==> src/rtl/core/lmgs_pkg.sv <==
package lmgs_pkg;

    localparam int GRID    = 8;
    localparam int IDX_W   = $clog2(GRID);
    localparam int LEVEL_W = 3;
    localparam int WORD_W  = 2 * GRID;

    localparam logic [1:0] OP_WRITE = 2'd0;
    localparam logic [1:0] OP_TICK  = 2'd1;
    localparam logic [1:0] OP_CLEAR = 2'd2;

    typedef struct packed {
        logic [1:0]         operation;
        logic [IDX_W-1:0]   pixel_line;
        logic [IDX_W-1:0]   scan_column;
        logic [LEVEL_W-1:0] level;
    } t_in_item;

    typedef struct packed {
        logic [WORD_W-1:0]  drive_word;
        logic [IDX_W-1:0]   active_line;
        logic [LEVEL_W-1:0] active_plane;
    } t_out_item;

    // Command from the front end to the pixel store.
    typedef struct packed {
        logic               wr_en;
        logic               clr;
        logic [IDX_W-1:0]   row;
        logic [IDX_W-1:0]   pix;
        logic [LEVEL_W-1:0] level;
    } t_store_cmd;

endpackage

==> src/rtl/core/lmgs_store.sv <==
module lmgs_store (
    input  logic                            i_clk,
    input  logic                            i_rst_n,
    input  lmgs_pkg::t_store_cmd            i_cmd,
    input  logic [lmgs_pkg::IDX_W-1:0]      i_rd_line,
    input  logic [lmgs_pkg::LEVEL_W-1:0]    i_rd_plane,
    output logic [lmgs_pkg::GRID-1:0]       o_lit
);

    localparam int ROW_W = lmgs_pkg::GRID * lmgs_pkg::LEVEL_W;

    // One row per scan line; an entry without its valid bit reads as level zero.
    logic [ROW_W-1:0]          r_rows  [lmgs_pkg::GRID];
    logic [lmgs_pkg::GRID-1:0] r_valid [lmgs_pkg::GRID];

    logic [ROW_W-1:0]          rd_row;
    logic [lmgs_pkg::GRID-1:0] rd_valid;

    always_ff @(posedge i_clk) begin
        if (i_cmd.wr_en) begin
            r_rows[i_cmd.row][i_cmd.pix*lmgs_pkg::LEVEL_W +: lmgs_pkg::LEVEL_W] <= i_cmd.level;
        end
    end

    always_ff @(posedge i_clk) begin
        if (!i_rst_n) begin
            for (int r = 0; r < lmgs_pkg::GRID; r++) begin
                r_valid[r] <= '0;
            end
        end else if (i_cmd.clr) begin
            for (int r = 0; r < lmgs_pkg::GRID; r++) begin
                r_valid[r] <= '0;
            end
        end else if (i_cmd.wr_en) begin
            r_valid[i_cmd.row][i_cmd.pix] <= 1'b1;
        end
    end

    assign rd_row   = r_rows[i_rd_line];
    assign rd_valid = r_valid[i_rd_line];

    // Pixel line p lands on bit GRID-1-p.
    always_comb begin
        for (int p = 0; p < lmgs_pkg::GRID; p++) begin
            o_lit[lmgs_pkg::GRID-1-p] = rd_valid[p]
                && (rd_row[p*lmgs_pkg::LEVEL_W +: lmgs_pkg::LEVEL_W] > i_rd_plane);
        end
    end

endmodule

==> src/rtl/core/led_matrix_grayscale_scan.sv <==
// A tick's drive word is registered into the output register, or into the skid stage while the output is stalled.
// Throughput: one item per cycle while o_in_stall is low; a tick is one store row read and eight 3-bit compares.
// An output register plus a one-entry skid stage lets input continue while one result waits.
// Reset (i_rst_n low, synchronous): counters to zero, output and skid emptied,
// and all pixel valid bits cleared so every level reads as zero at once; no sweep.
module led_matrix_grayscale_scan (
    input  logic                i_clk,
    input  logic                i_rst_n,
    input  logic                i_in_valid,
    output logic                o_in_stall,
    input  lmgs_pkg::t_in_item  i_in_data,
    output logic                o_out_valid,
    input  logic                i_out_stall,
    output lmgs_pkg::t_out_item o_out_data
);

    logic                           in_xfer;
    logic                           tick;
    lmgs_pkg::t_store_cmd           cmd;
    logic [lmgs_pkg::GRID-1:0]      lit;
    logic [lmgs_pkg::GRID-1:0]      sel_n;
    lmgs_pkg::t_out_item            result;

    logic [lmgs_pkg::IDX_W-1:0]     r_line;
    logic [lmgs_pkg::LEVEL_W-1:0]   r_plane;
    logic                           r_out_valid;
    lmgs_pkg::t_out_item            r_out;
    logic                           r_skid_valid;
    lmgs_pkg::t_out_item            r_skid;

    assign o_in_stall = r_skid_valid;
    assign in_xfer    = i_in_valid && !o_in_stall;
    assign tick       = in_xfer && (i_in_data.operation == lmgs_pkg::OP_TICK);

    always_comb begin
        cmd.wr_en = in_xfer && (i_in_data.operation == lmgs_pkg::OP_WRITE);
        cmd.clr   = in_xfer && (i_in_data.operation == lmgs_pkg::OP_CLEAR);
        cmd.row   = i_in_data.scan_column;
        cmd.pix   = i_in_data.pixel_line;
        cmd.level = i_in_data.level;
    end

    lmgs_store u_store (
        .i_clk      (i_clk),
        .i_rst_n    (i_rst_n),
        .i_cmd      (cmd),
        .i_rd_line  (r_line),
        .i_rd_plane (r_plane),
        .o_lit      (lit)
    );

    always_comb begin
        sel_n                = '1;
        sel_n[r_line]        = 1'b0;
        result.drive_word    = {sel_n, lit};
        result.active_line   = r_line;
        result.active_plane  = r_plane;
    end

    // Advance line on every tick, plane when the line wraps.
    always_ff @(posedge i_clk) begin
        if (!i_rst_n) begin
            r_line  <= '0;
            r_plane <= '0;
        end else if (tick) begin
            r_line <= r_line + 1'b1;
            if (r_line == lmgs_pkg::IDX_W'(lmgs_pkg::GRID - 1)) begin
                r_plane <= r_plane + 1'b1;
            end
        end
    end

    always_ff @(posedge i_clk) begin
        if (!i_rst_n) begin
            r_out_valid  <= 1'b0;
            r_skid_valid <= 1'b0;
        end else if (!r_out_valid || !i_out_stall) begin
            r_out_valid  <= r_skid_valid || tick;
            r_skid_valid <= 1'b0;
        end else if (tick) begin
            r_skid_valid <= 1'b1;
        end
    end

    // Payload: refill from skid first, otherwise park a new result in the skid.
    always_ff @(posedge i_clk) begin
        if (!r_out_valid || !i_out_stall) begin
            r_out <= r_skid_valid ? r_skid : result;
        end else if (tick) begin
            r_skid <= result;
        end
    end

    assign o_out_valid = r_out_valid;
    assign o_out_data  = r_out;

    a_skid_implies_out: assert property (@(posedge i_clk) disable iff (!i_rst_n)
        r_skid_valid |-> r_out_valid)
        else $error("skid holds a result while output is empty");

    a_tick_gives_out: assert property (@(posedge i_clk) disable iff (!i_rst_n)
        tick |=> o_out_valid)
        else $error("accepted tick produced no result");

    a_select_matches_line: assert property (@(posedge i_clk) disable iff (!i_rst_n)
        o_out_valid |-> ($countones(o_out_data.drive_word[lmgs_pkg::WORD_W-1:lmgs_pkg::GRID])
            == lmgs_pkg::GRID - 1)
            && !o_out_data.drive_word[lmgs_pkg::GRID + o_out_data.active_line])
        else $error("line select does not match active line");

endmodule
==> config.mk <==
export PLATFORM = sky130hd
export DESIGN_NAME = led_matrix_grayscale_scan
export DESIGN_NICKNAME = d
export VERILOG_FILES = /design/src/rtl/core/lmgs_pkg.sv /design/src/rtl/core/lmgs_store.sv /design/src/rtl/core/led_matrix_grayscale_scan.sv
export SDC_FILE = /design/constraint.sdc
export NUM_CORES = 1
export LEC_CHECK = 0
export ABC_AREA = 0
export BUFFER_PORTS_ARGS = -buffer_cell sky130_fd_sc_hd__buf_4
export CAP_MARGIN = 15
export CORE_MARGIN = 2
export CORE_UTILIZATION = 50
export CTS_BUF_LIST = sky130_fd_sc_hd__clkbuf_16
export DETAILED_ROUTE_END_ITERATION = 6
export PLACE_DENSITY = 0.66
export SYNTH_ARGS = -nofsm -noshare
export SYNTH_HDL_FRONTEND = slang
export SYNTH_SLANG_ARGS = --single-unit
==> constraint.sdc <==
create_clock -name i_clk -period 3.4 [get_ports i_clk]
set_clock_uncertainty 0.15 [all_clocks]
set_input_delay 0.34 -clock i_clk [delete_from_list [all_inputs] [get_ports i_clk]]
set_output_delay 0.34 -clock i_clk [all_outputs]
set_load 0.03 [all_outputs]
==> impl_metrics.tcl <==
set metrics [dict create \
    worst-path-stages 7 \
    combPwrFrac 0.041 \
    r2r_slack_ps 180 \
    first_iter_violations 707 \
    relSlewSlack 0.3000 \
    area_growth_pct 13.50 \
    yosysWarnings 0 \
    hold_violations 0 \
    via_per_inst 5.839 \
    critPathCaptureType "flip-flop" \
    initial_core_util 0.5046 \
    clk_pin_slew_ps 70 \
    vias 7631 \
    hp-class "in -> reg" \
    rr_worst_depth 7 \
    clock-sinks 311 \
    arrival_ps 3410 \
    cp_slowest_cell "dfxtp_4" \
    nFillCells 2085 \
    cts_setup_buffers 0 \
    dp.cells 1248 \
    utilization 0.5727 \
    ys_ff_latch 311 \
    fin_tns_setup_ps 0 \
    drive_gt1_frac 0.2150 \
    syn_avg_cell_area_um2 14.55 \
    critPathKind "reg -> reg" \
    seq_power_share 0.534 \
    hold_slack_ps 117.6 \
    synthTopCellsByArea "edfxtp_1, dfxtp_1, mux4_2" \
    mostFrequentLayoutCells "edfxtp_1, nand2_1, nor2_1" \
    critPathMaxStageDelay_ps 680 \
    nets 993 \
    irDropWorstVdd_mv 0.3502 \
    num_antenna_cells 0 \
    path_buf_inv 1 \
    grt_max_degree 65 \
    tightest_slew_ps 1043 \
    root_buffer "clkbuf_16" \
    power_mw 7.691 \
    seqCellArea_um2 8596 \
    ys_seq_area_frac 0.6587 \
    syn_nets 942 \
    maxCapViolations 0 \
    grt_pass1_wl_um 43910 \
    antenna_found_initial 0 \
    fin_area_um2 14800 \
    gp_congestion 0.8479 \
    crit_family "compound AO/OA/AOI/OAI gates" \
    clk_latency_ps 560 \
    first_pass_iters 6 \
    yosys.area.top_type_share 0.5436 \
    die_y_um 165.5 \
    clock.fmax_ghz 0.3106 \
    p_int_mw 6.067 \
    place_ws_ps 159.2 \
    grt_pass1_vias 7514 \
    fin_ws_ps 180.1 \
    h-tree-depth 1 \
    slew_violations 0 \
    io_pins 39 \
    num_rows 59 \
    drt_wl_total_um 29450 \
    power.switching_mw 1.623 \
    rsz0062_at_grt "no" \
    synthDistinctLibCells 42 \
    cts_tree "done" \
    final_cells 1307 \
    io_buffer_count 38 \
    drc 0 \
    clk_path_buf_depth 3 \
    cts_buffers 31 \
    antenna_left 0 \
    clock_power_share 0.425 \
    path_max_fanout 21 \
    required_ps 3590 \
    dp_hpwl_um 20100 \
    die-width_um 165.5 \
    synthCells 896 \
    power_density_nw_per_um2 519.7 \
    wl_per_cell_um 22.53 \
    grt_overflow 0 \
    min_path_cells 3 \
    grtUsageTotal 0.2174 \
    cts_resized 0 \
    swShare 0.2111 \
    finalSetupViolCount 0 \
    p_leak_nw 4.404 \
    dieArea_um2 27380 \
    final_common_cell "edfxtp_1" \
    multi_input_area_um2 4219 \
    finalCritPeriodShare 0.9470 \
    status "finished, final reports clean" \
    place_area_um2 13810 \
    r2r-end "o_out_data[9]" \
    cp-endpoint "o_out_data[9]" \
    worstPathCellList "buf_4 -> mux4_2 -> mux2_2 -> ha_1 -> a32oi_1 -> o21ai_0 -> o41ai_1" \
    critPathLaunchType "flip-flop" \
    period_needed_ps 3220 \
    synth_top_area_cell "edfxtp_1" \
    syn-cell-area_um2 13040 \
    coreArea_um2 25840 \
]
worst reg2reg max path, stage by stage (launching register included):
cell and delay, ps:
dfxtp_4 680, buf_4 250, mux4_2 510, mux2_2 290, ha_1 290, a32oi_1 160, o21ai_0 220, o41ai_1 460
repair_timing:
item                                    CTS  global route
hold buffers                              1             0
endpoints found under the hold margin    10             0
endpoints found under the setup margin    0             0
state kept, by name (all words and copies together) (netlist names), named ones only:
register	cells
r_skid	22
o_out_data	22
r_plane	3
u_store.r_rows	192
o_out_valid	1
u_store.r_valid	64
o_in_stall	1
r_line	3
cell type report:
type                    instances  share of cell area
clock inverters                27             0.01378
inverters                       7            0.001776
well taps                     335             0.02833
multi-input cells             527              0.2851
clock buffers                  31             0.05242
flip-flops and latches        311              0.5809
repair buffers                 69             0.03771
cell usage after synthesis (all sizes together):
cell type	count
edfxtp	236
nand2	94
nor2	77
dfxtp	75
o21ai	58
mux4	48
mux2	36
ha	31
clkbuf	28
nor3	28
mux2i	27
a22o	24
buf	23
nor2b	20
and2	10
a211oi	9
a32oi	8
nand3	8
o21a	8
o41ai	8
inv	7
nand3b	5
nor3b	4
a21boi	3
or3	3
or3b	3
xnor2	3
and3	2
and3b	2
nand2b	2
xor2	2
nor4	1
nor4b	1
nor4bb	1
or2	1
layer usage:
metal | routed length (um) | vias to the layer above | GRT usage
li1 | - | 3514 | -
met1 | 12620 | 3845 | 0.2996
met2 | 14270 | 214 | 0.3563
met3 | 1591 | 58 | 0.03147
met4 | 971 | 0 | 0.07524
met5 | 0 | - | 0
power by group through the flow:
stage	clock network (mW)	registers (mW)	logic, mW
global route	3.45	4.11	0.340
finish	3.27	4.11	0.318
detailed placement	0	4.19	0.316
floorplan	0	4.19	0.175
global placement	0	4.19	0.312
CTS	3.32	4.11	0.318
cells by family after synthesis:
logic type,count (synthesis),share of synthesized area
AOI/OAI and AO/OA,118,0.06065
DFF,311,0.6587
adders and majority gates,31,0.02975
and+or+nand+nor,262,0.09405
buffers and inverters,58,0.01871
muxes,111,0.1347
xor gates and xnor gates,5,0.003360
worst min path at each step:
stage,start,end,slack (ps)
global route,i_in_data[7],u_store.r_valid[3][4],130
floorplan,u_store.r_valid[5][1],u_store.r_valid[5][1],270
detailed placement,u_store.r_valid[5][3],u_store.r_valid[5][3],290
global placement,u_store.r_valid[5][3],u_store.r_valid[5][3],280
CTS,i_in_data[7],u_store.r_valid[7][0],100
finish,i_in_data[7],u_store.r_valid[1][4],120
(Power assumes the default switching activity.)
